### src/hdl/mjpr_pkg.sv
// Shared types and constants for the maze junction path recorder.
package mjpr_pkg;

  // Default depth of the path stack.
  localparam int PATH_DEPTH_DEF = 256;

  // Width of the path length field in a result.
  localparam int PLEN_W = 9;

  // Widths of the stream payloads.
  localparam int IN_TDATA_W  = 8;
  localparam int OUT_TDATA_W = 16;

  // Configuration register indexes.
  localparam logic CFG_RUN_MODE  = 1'b0;
  localparam logic CFG_HAND_RULE = 1'b1;

  // Run modes and hand rules.
  localparam logic MODE_MAP    = 1'b0;
  localparam logic MODE_REPLAY = 1'b1;
  localparam logic HAND_RIGHT  = 1'b0;
  localparam logic HAND_LEFT   = 1'b1;

  // Compass headings and relative turns.
  localparam logic [1:0] HEAD_NORTH    = 2'd0;
  localparam logic [1:0] TURN_STRAIGHT = 2'd0;
  localparam logic [1:0] TURN_RIGHT    = 2'd1;
  localparam logic [1:0] TURN_ABOUT    = 2'd2;
  localparam logic [1:0] TURN_LEFT     = 2'd3;

  // Controller states.
  typedef enum logic [2:0] {
    S_IDLE,
    S_EXEC,
    S_RD_A,
    S_RD_B,
    S_REPLAY
  } ctl_state_t;

  // Datapath operations.
  typedef enum logic [3:0] {
    OP_NONE,
    OP_START,
    OP_HOLD,
    OP_GOAL,
    OP_OVF,
    OP_PUSH,
    OP_RD_A,
    OP_EVAL,
    OP_RP_READ,
    OP_RP_TAKE,
    OP_RDONE
  } dp_op_t;

  // Commands from the controller to the datapath.
  typedef struct packed {
    logic   load_in;
    dp_op_t op;
    logic   load_out;
  } dp_cmd_t;

  // Status from the datapath to the controller.
  typedef struct packed {
    logic start;
    logic finished;
    logic goal;
    logic map_mode;
    logic full;
    logic ge2;
    logic avail;
    logic out_free;
  } dp_stat_t;

endpackage

### src/hdl/maze_junction_path_recorder_core.sv
// Top level of the maze junction path recorder.
//
// Input stream: one transaction per maze event. s_tuser is the action
// (0 junction event, 1 start a new session); s_tdata carries the sensor flags.
// Output stream: one result transaction per input transaction, in order.
// Configuration: cfg_we writes cfg_wdata to register cfg_addr (0 run mode,
// 1 hand rule); write only while no item is in flight.
// Sequence: the result of a start, goal, finished, overflow or exhausted replay
// item and of a push onto fewer than two entries is loaded from S_EXEC; a replay
// step passes through S_EXEC and S_REPLAY, and a mapping push that checks for
// path shortening passes through S_EXEC, S_RD_A and S_RD_B.
// The controller returns to S_IDLE with each item before it takes the next; the
// registered read of the path memory sets the longer sequences.
// A new item is taken in the cycle its predecessor's result is taken or later.
// While the receiver stalls the result holds and no new item is taken.
// Reset clears heading, counters, the finished flag and both registers; the
// path memory is not cleared and needs no clearing pass.
module maze_junction_path_recorder_core import mjpr_pkg::*; #(
  parameter int PATH_DEPTH = PATH_DEPTH_DEF
) (
  input  logic                   clk,
  input  logic                   rst,
  input  logic                   cfg_we,
  input  logic                   cfg_addr,
  input  logic                   cfg_wdata,
  input  logic                   s_tvalid,
  output logic                   s_tready,
  // left_open, right_open, straight_open, dead_end, at_goal, zero padding
  input  logic [IN_TDATA_W-1:0]  s_tdata,
  // action
  input  logic                   s_tuser,
  output logic                   m_tvalid,
  input  logic                   m_tready,
  // turn[1:0], heading[3:2], path_length[12:4], goal_reached, replay_done, overflow
  output logic [OUT_TDATA_W-1:0] m_tdata
);

  dp_cmd_t  cmd;
  dp_stat_t stat;

  mjpr_ctrl u_ctrl (
    .clk      (clk),
    .rst      (rst),
    .s_tvalid (s_tvalid),
    .s_tready (s_tready),
    .stat     (stat),
    .cmd      (cmd)
  );

  mjpr_dp #(
    .PATH_DEPTH (PATH_DEPTH)
  ) u_dp (
    .clk       (clk),
    .rst       (rst),
    .cfg_we    (cfg_we),
    .cfg_addr  (cfg_addr),
    .cfg_wdata (cfg_wdata),
    .s_tdata   (s_tdata),
    .s_tuser   (s_tuser),
    .cmd       (cmd),
    .stat      (stat),
    .m_tdata   (m_tdata),
    .m_tvalid  (m_tvalid),
    .m_tready  (m_tready)
  );

endmodule

### src/hdl/mjpr_ctrl.sv
// Controller state machine that sequences each item through the datapath.
module mjpr_ctrl import mjpr_pkg::*; (
  input  logic     clk,
  input  logic     rst,
  input  logic     s_tvalid,
  output logic     s_tready,
  input  dp_stat_t stat,
  output dp_cmd_t  cmd
);

  ctl_state_t state, state_next;

  // State register.
  always_ff @(posedge clk) begin
    if (rst) begin
      state <= S_IDLE;
    end else begin
      state <= state_next;
    end
  end

  // Next state.
  always_comb begin
    state_next = state;
    unique case (state)
      S_IDLE: begin
        if (s_tvalid && s_tready) state_next = S_EXEC;
      end
      S_EXEC: begin
        if (stat.start || stat.finished || stat.goal) begin
          state_next = S_IDLE;
        end else if (stat.map_mode) begin
          state_next = (!stat.full && stat.ge2) ? S_RD_A : S_IDLE;
        end else begin
          state_next = stat.avail ? S_REPLAY : S_IDLE;
        end
      end
      S_RD_A:   state_next = S_RD_B;
      S_RD_B:   state_next = S_IDLE;
      S_REPLAY: state_next = S_IDLE;
      default:  state_next = S_IDLE;
    endcase
  end

  // Outputs: the operation for each state and the input handshake.
  always_comb begin
    s_tready     = (state == S_IDLE) && stat.out_free;
    cmd.load_in  = s_tvalid && s_tready;
    cmd.op       = OP_NONE;
    cmd.load_out = 1'b0;
    unique case (state)
      S_IDLE: begin
        cmd.op = OP_NONE;
      end
      S_EXEC: begin
        cmd.load_out = 1'b1;
        if (stat.start) begin
          cmd.op = OP_START;
        end else if (stat.finished) begin
          cmd.op = OP_HOLD;
        end else if (stat.goal) begin
          cmd.op = OP_GOAL;
        end else if (stat.map_mode) begin
          if (stat.full) begin
            cmd.op = OP_OVF;
          end else begin
            cmd.op       = OP_PUSH;
            cmd.load_out = !stat.ge2;
          end
        end else if (stat.avail) begin
          cmd.op       = OP_RP_READ;
          cmd.load_out = 1'b0;
        end else begin
          cmd.op = OP_RDONE;
        end
      end
      S_RD_A: begin
        cmd.op = OP_RD_A;
      end
      S_RD_B: begin
        cmd.op       = OP_EVAL;
        cmd.load_out = 1'b1;
      end
      S_REPLAY: begin
        cmd.op       = OP_RP_TAKE;
        cmd.load_out = 1'b1;
      end
      default: begin
        cmd.op = OP_NONE;
      end
    endcase
  end

endmodule

### src/hdl/mjpr_dp.sv
// Datapath: heading, path stack memory, counters and the result register.
module mjpr_dp import mjpr_pkg::*; #(
  parameter int PATH_DEPTH = PATH_DEPTH_DEF
) (
  input  logic                   clk,
  input  logic                   rst,
  input  logic                   cfg_we,
  input  logic                   cfg_addr,
  input  logic                   cfg_wdata,
  input  logic [IN_TDATA_W-1:0]  s_tdata,
  input  logic                   s_tuser,
  input  dp_cmd_t                cmd,
  output dp_stat_t               stat,
  output logic [OUT_TDATA_W-1:0] m_tdata,
  output logic                   m_tvalid,
  input  logic                   m_tready
);

  localparam int AW = $clog2(PATH_DEPTH);
  localparam int CW = $clog2(PATH_DEPTH + 1);

  // Configuration registers.
  logic run_mode, hand_rule;

  // Latched item.
  logic item_start, item_left, item_right, item_straight, item_dead, item_goal;

  // Run state.
  logic [1:0]    heading, heading_next;
  logic [CW-1:0] count, count_next;
  logic [CW-1:0] pos, pos_next;
  logic          fin, fin_next;
  logic [1:0]    turn_r, turn_r_next;
  logic [1:0]    a_r, a_next;

  // Path stack memory.
  logic [1:0]    path_mem [PATH_DEPTH];
  logic          mem_we;
  logic [AW-1:0] waddr, raddr;
  logic [1:0]    wdata, rdata;

  // Decision and result values.
  logic [1:0]    abs_r, abs_l, abs_b, chosen;
  logic [1:0]    turn_res;
  logic          rdone_res, ovf_res;
  logic [AW-1:0] count_m1, count_m2;
  logic [CW+PLEN_W-1:0] cnt_ext;

  // Configuration writes.
  always_ff @(posedge clk) begin
    if (rst) begin
      run_mode  <= MODE_MAP;
      hand_rule <= HAND_RIGHT;
    end else if (cfg_we) begin
      case (cfg_addr)
        CFG_RUN_MODE:  run_mode  <= cfg_wdata;
        CFG_HAND_RULE: hand_rule <= cfg_wdata;
        default:       ;
      endcase
    end
  end

  // Item register, loaded on each input transaction.
  always_ff @(posedge clk) begin
    if (cmd.load_in) begin
      item_start    <= s_tuser;
      item_left     <= s_tdata[0];
      item_right    <= s_tdata[1];
      item_straight <= s_tdata[2];
      item_dead     <= s_tdata[3];
      item_goal     <= s_tdata[4];
    end
  end

  // Exit choice by the selected hand rule; a dead end or no exit turns back.
  always_comb begin
    abs_r = heading + TURN_RIGHT;
    abs_l = heading + TURN_LEFT;
    abs_b = heading + TURN_ABOUT;
    if (item_dead) begin
      chosen = abs_b;
    end else if (hand_rule == HAND_LEFT) begin
      if (item_left)          chosen = abs_l;
      else if (item_straight) chosen = heading;
      else if (item_right)    chosen = abs_r;
      else                    chosen = abs_b;
    end else begin
      if (item_right)         chosen = abs_r;
      else if (item_straight) chosen = heading;
      else if (item_left)     chosen = abs_l;
      else                    chosen = abs_b;
    end
  end

  assign count_m1 = AW'(count - CW'(1));
  assign count_m2 = AW'(count - CW'(2));

  // Operation decode.
  always_comb begin
    heading_next = heading;
    count_next   = count;
    pos_next     = pos;
    fin_next     = fin;
    turn_r_next  = turn_r;
    a_next       = a_r;
    turn_res     = TURN_STRAIGHT;
    rdone_res    = 1'b0;
    ovf_res      = 1'b0;
    mem_we       = 1'b0;
    waddr        = count[AW-1:0];
    wdata        = chosen;
    raddr        = count_m2;
    unique case (cmd.op)
      OP_NONE: ;
      OP_START: begin
        heading_next = HEAD_NORTH;
        pos_next     = '0;
        fin_next     = 1'b0;
        if (run_mode == MODE_MAP) count_next = '0;
      end
      OP_HOLD: ;
      OP_GOAL: begin
        fin_next = 1'b1;
      end
      OP_OVF: begin
        heading_next = chosen;
        turn_res     = chosen - heading;
        ovf_res      = 1'b1;
      end
      OP_PUSH: begin
        // Store the heading; a read of the entry two below starts the shortening check.
        mem_we       = 1'b1;
        heading_next = chosen;
        turn_res     = chosen - heading;
        turn_r_next  = chosen - heading;
        if (!stat.ge2) count_next = count + CW'(1);
      end
      OP_RD_A: begin
        a_next = rdata;
        raddr  = count_m1;
      end
      OP_EVAL: begin
        // A heading followed by its reverse collapses to the newest heading.
        turn_res = turn_r;
        if (2'(a_r + TURN_ABOUT) == rdata) begin
          mem_we     = 1'b1;
          waddr      = count_m2;
          wdata      = heading;
          count_next = count - CW'(1);
        end else begin
          count_next = count + CW'(1);
        end
      end
      OP_RP_READ: begin
        raddr = pos[AW-1:0];
      end
      OP_RP_TAKE: begin
        heading_next = rdata;
        turn_res     = rdata - heading;
        pos_next     = pos + CW'(1);
      end
      OP_RDONE: begin
        rdone_res = 1'b1;
      end
      default: ;
    endcase
  end

  // Run state registers.
  always_ff @(posedge clk) begin
    if (rst) begin
      heading <= HEAD_NORTH;
      count   <= '0;
      pos     <= '0;
      fin     <= 1'b0;
    end else begin
      heading <= heading_next;
      count   <= count_next;
      pos     <= pos_next;
      fin     <= fin_next;
    end
  end

  always_ff @(posedge clk) begin
    turn_r <= turn_r_next;
    a_r    <= a_next;
  end

  // Path memory with registered read.
  always_ff @(posedge clk) begin
    if (mem_we) path_mem[waddr] <= wdata;
    rdata <= path_mem[raddr];
  end

  // Result register; a new result is loaded only when the slot is free.
  assign cnt_ext = {{PLEN_W{1'b0}}, count_next};

  always_ff @(posedge clk) begin
    if (rst) begin
      m_tvalid <= 1'b0;
    end else if (cmd.load_out) begin
      m_tvalid <= 1'b1;
    end else if (m_tready) begin
      m_tvalid <= 1'b0;
    end
  end

  always_ff @(posedge clk) begin
    if (cmd.load_out) begin
      m_tdata <= {ovf_res, rdone_res, fin_next, cnt_ext[PLEN_W-1:0], heading_next, turn_res};
    end
  end

  // Status to the controller.
  always_comb begin
    stat.start    = item_start;
    stat.finished = fin;
    stat.goal     = item_goal && !item_dead;
    stat.map_mode = (run_mode == MODE_MAP);
    stat.full     = (count == CW'(PATH_DEPTH));
    stat.ge2      = (count >= CW'(2));
    stat.avail    = (pos < count);
    stat.out_free = !m_tvalid || m_tready;
  end

endmodule
### config.mk
export PLATFORM = sky130hd
export DESIGN_NAME = maze_junction_path_recorder_core
export DESIGN_NICKNAME = d
export VERILOG_FILES = /design/src/hdl/mjpr_pkg.sv /design/src/hdl/maze_junction_path_recorder_core.sv /design/src/hdl/mjpr_ctrl.sv /design/src/hdl/mjpr_dp.sv
export SDC_FILE = /design/constraint.sdc
export NUM_CORES = 1
export LEC_CHECK = 0
export ABC_CLOCK_PERIOD_IN_PS = 12850
export BUFFER_PORTS_ARGS = -buffer_cell sky130_fd_sc_hd__buf_2
export CORE_MARGIN = 4
export CORE_UTILIZATION = 33
export DETAILED_ROUTE_END_ITERATION = 10
export SLEW_MARGIN = 10
export SYNTH_ARGS = -nofsm -noshare
export SYNTH_HDL_FRONTEND = slang
export SYNTH_SLANG_ARGS = --single-unit
### constraint.sdc
create_clock -name clk -period 12.85 [get_ports clk]
set_input_delay 1.285 -clock clk [delete_from_list [all_inputs] [get_ports clk]]
set_output_delay 1.285 -clock clk [all_outputs]
set_load 0.02 [all_outputs]
==> impl_table.tex <==
\begin{tabular}{lr}
\hline
Metric & Value \\
\hline
\multicolumn{2}{l}{\textbf{Route}} \\
\quad Highest signal layer in the routed design & met5 \\
\quad Drt first pass iters & 8 \\
\quad Post-detailed-route via-to-cell ratio & 5.48 \\
\quad Met1 wire length & 27900 um \\
\quad Number of DRC violations after detailed-routing iteration 0 & 1643 \\
\quad Vias & 16800 \\
\quad Routed len/inst & 22.1 um \\
\quad Total met2 wirelength after detailed routing & 33200 um \\
\quad Final routed wirelength across all metal layers & 67700 um \\
\quad Number of design rule violations left after detail routing & 0 \\
\quad Routed Antenna Nets & 0 \\
\quad Met3 wire length & 4750 um \\
\multicolumn{2}{l}{\textbf{Critical path}} \\
\quad Critical-path maximum fanout & 26 \\
\quad Critical path, cell by cell & inv\_1 > ha\_1 > a21o\_1 > a221oi\_1 > o21ai\_1 > nor2\_1 > a21o\_1 > buf\_4 > nand2\_1 > a2111oi\_0 > nor4b\_1 > a311oi\_1 > a221oi\_1 > o2111a\_1 > a31o\_1 \\
\quad Arrival time at the worst endpoint & 6.53 ns \\
\quad Type of destination of the critical path & flop \\
\quad Path type of the worst setup path & flop to flop \\
\quad Slowest Stage Delay on Critical Path & 0.80 ns \\
\quad Required @ worst endpoint & 13.35 ns \\
\quad Worst setup SP type & flop \\
\quad Cell with the largest stage delay on the worst path & a2111oi\_0 \\
\multicolumn{2}{l}{\textbf{Logic synthesis}} \\
\quad Post-synth net total & 2078 \\
\quad Fraction of synthesized cell area in xor and xnor cells & 0.882\% \\
\quad Distinct cells, synth & 72 \\
\quad Adder-cell area share of the yosys netlist & 0.857\% \\
\quad Synth Cell Area & 0.0248 sq mm \\
\quad Syn\_area\_per\_cell & 12.1 sq um \\
\quad Cells after synthesis & 2045 \\
\quad Share of the synthesized area in compound gates (AO/OA/AOI/OAI) & 7.84\% \\
\quad Synthesis warning total & 0 \\
\quad Count of flip-flops with a built-in enable after synthesis & 538 \\
\quad Synthesis-stage register bit count & 567 \\
\quad Fraction of the yosys area taken by sequential cells & 67.4\% \\
\quad Most frequently used flop master after synthesis & edfxtp\_1 \\
\quad Mux share of post-synthesis cell area & 4.98\% \\
\quad Basic-gate share of the synthesized area counting and, or, nand and nor cells & 15.4\% \\
\quad Share of synthesized flip-flops with an asynchronous set or reset & 0\% \\
\quad Dominant combinational cell family by area after synthesis & simple AND/OR/NAND/NOR gates \\
\multicolumn{2}{l}{\textbf{STA}} \\
\quad Final setup vio count & 0 \\
\quad Peak Freq & 0.166 GHz \\
\quad Share of the clock period used by the worst path & 46.9\% \\
\quad Pins Over Slew Limit & 0 \\
\quad Measured slew at the worst slew-check pin & 1.44 ns \\
\quad Endpoints failing hold & 0 \\
\quad Final Hold Slack & 0.520 ns \\
\quad Max\_slew headroom & 3.72\% \\
\quad Unrepaired setup endpoints after global routing & false \\
\quad Clock period minus final worst setup slack & 6.03 ns \\
\quad Total negative slack for setup checks & 0 ns \\
\quad Clock skew & 0.0233 ns \\
\multicolumn{2}{l}{\textbf{Clock network}} \\
\quad Clock input transition at the sequential cells of the worst setup and hold paths & 0.06 ns \\
\quad Clk sink count & 567 \\
\quad Bufs on Longest Clock Path & 3 \\
\quad CTS Hold Bufs & 0 \\
\quad Clock buffers created by TritonCTS & 57 \\
\quad Number of H-tree branching levels & 2 \\
\quad Worst-skew pair later-pin latency & 0.63 ns \\
\quad Setup Fix Bufs, Post-CTS & 0 \\
\quad CTS tree & done \\
\quad Number of gates given a new drive strength after cts & 0 \\
\quad Root Buffer Master & clkbuf\_16 \\
\multicolumn{2}{l}{\textbf{Cells and area}} \\
\quad Number of nets in the layout & 2081 \\
\quad Total inserted antenna cells & 0 \\
\quad Final design utilization & 37.5\% \\
\quad Ratio of cells with drive above 1 in the final layout & 8.59\% \\
\quad Signed area change from the synthesized netlist to the final layout & 12.5\% \\
\multicolumn{2}{l}{\textbf{Hold path}} \\
\quad Class of the most critical hold timing path & flop to flop \\
\multicolumn{2}{l}{\textbf{Floorplan}} \\
\quad IO Pins & 34 \\
\quad Floorplan die height & 282 um \\
\quad Overall die width & 282 um \\
\quad DIE AREA & 0.0797 sq mm \\
\quad Initial core utilization & 33.3\% \\
\quad Row cnt & 100 \\
\quad Core area & 0.0746 sq mm \\
\multicolumn{2}{l}{\textbf{GRT}} \\
\quad Via count of the first global-routing pass & 16800 \\
\quad Largest net degree at the start of global routing & 257 \\
\quad Initial antenna violation count & 1 \\
\quad Leftover overflow at the end of global routing & 0 \\
\quad Global-route wire length before repair & 102000 um \\
\quad All-Layer GR Usage & 16.8\% \\
\multicolumn{2}{l}{\textbf{Placed design}} \\
\quad Gp weighted congestion & 0.822 \\
\quad Count of buffers from port buffering & 30 \\
\quad HPWL after detailed placement & 39100 um \\
\multicolumn{2}{l}{\textbf{Run status}} \\
\quad Result of the run & completed \\
\multicolumn{2}{l}{\textbf{Run}} \\
\quad Number of max-cap violations & 0 \\
\multicolumn{2}{l}{\textbf{Power and ir drop}} \\
\quad Power per cell area & 141 mW/mm\^{}2 \\
\quad Total Power Consumption & 3.93 mW \\
\quad Leak Pwr & 9.56 nW \\
\quad VDD IR max & 0.0999 mV \\
\hline
\end{tabular}
==> per-stage QoR <==
step,area [sq um],setup WS (ns),cells
final,27900,6.82,3064
after global routing,27900,6.45,3064
after CTS,27900,6.81,3064
after detailed placement,26000,6.86,2958
after global placement,26000,6.95,2958
after floorplan,24800,2.66,2045
==> worst paths after layout <==
kind | endpoint | slack, ns | start | cells past startpoint
worst min register to register | u_dp.hand_rule | 0.52 | u_dp.hand_rule | 2
worst max register to register | u_dp.rdata[1] | 6.82 | u_dp.count[6] | 15
worst min-delay path | u_dp.hand_rule | 0.52 | u_dp.hand_rule | 2
worst max-delay path | u_dp.rdata[1] | 6.82 | u_dp.count[6] | 15
==> Yosys cell counts, drive strengths merged (9+ instances only) <==
library cell	count	area, sq um
dfxtp	29	581
edfxtp	538	16200
buf	53	310
a211oi	14	105
a32oi	27	236
and2	15	93.8
inv	17	63.8
a221oi	9	78.8
xnor2	17	149
a21oi	60	300
and3	20	125
nand4	20	125
nand3	84	420
o21ai	40	200
nor3	20	100
o221ai	9	78.8
nand2	316	1190
clkbuf	72	270
nand2b	12	75.1
ha	17	213
o32ai	13	114
mux2i	100	1000
nor2	366	1370
a31oi	23	144
nor4	11	68.8
nor2b	22	138
==> state kept, by name, summed over array words and instances (netlist names), 2 cells and up <==
| register | count |
|---|---|
| u_dp.turn_r | 2 |
| u_dp.a_r | 2 |
| u_dp.path_mem | 512 |
| u_ctrl.state | 3 |
| u_dp.m_tdata | 16 |
| u_dp.count | 9 |
| u_dp.pos | 9 |
| u_dp.rdata | 2 |
| u_dp.heading | 2 |
==> worst max-delay path: cells and delay by family, from the launching register on <==
family                   cells  cell delay (ns)
AO/OA/AOI/OAI                9             2.98
buffers and inverters        2             0.57
adder cells (fa/ha/maj)      1             0.34
AND/OR/NAND/NOR              3             1.50
flip-flops                   1             0.53
==> metal layers <==
layer	global-route usage, %	up-vias
met5	0	-
met4	4.81	2
met3	2.91	120
met2	28.7	648
met1	22.0	8485
li1	-	7540
==> placed cells by master (no fill, tap or decap), types with 12 or more instances in the layout <==
cell type,count
nand3_1,84
a21oi_1,59
inv_1,16
clkbuf_16,58
a211oi_1,13
ha_1,17
a32oi_1,27
nor2_1,365
nand2b_1,12
nor3_1,20
mux2i_1,100
clkinv_1,13
buf_4,36
and3_1,20
o21ai_0,39
edfxtp_1,538
nor2b_1,22
buf_2,30
xnor2_1,16
nand4_1,20
clkbuf_1,12
o32ai_1,13
nand2_1,314
a31oi_1,23
dfxtp_1,29
==> cell type report <==
| type | instances | area (sq um) |
|---|---|---|
| flip-flops and latches | 567 | 16700 |
| well taps | 969 | 1210 |
| inverters | 18 | 67.6 |
| multi-input cells | 1335 | 7510 |
| clock inverters | 34 | 413 |
| repair buffers | 69 | 480 |
| fillers | 7223 | 46600 |
| clock buffers | 72 | 1520 |
==> power by group <==
group	internal [mW]	leakage, nW	switching (mW)
combinational	0.0195	3.53	0.101
sequential	2.09	5.09	0.00386
clock	1.02	0.945	0.698
total	3.13	9.56	0.803
==> cells by family (layout without fill, tap and decap cells) <==
logic type	after synthesis	count (layout)
AO/OA/AOI/OAI	278	278
XOR/XNOR	25	25
adder cells (fa/ha/maj)	17	17
buffers and inverters	143	193
flip-flops	567	567
multiplexers	114	114
AND/OR/NAND/NOR	901	901
(Power assumes the default switching activity.)
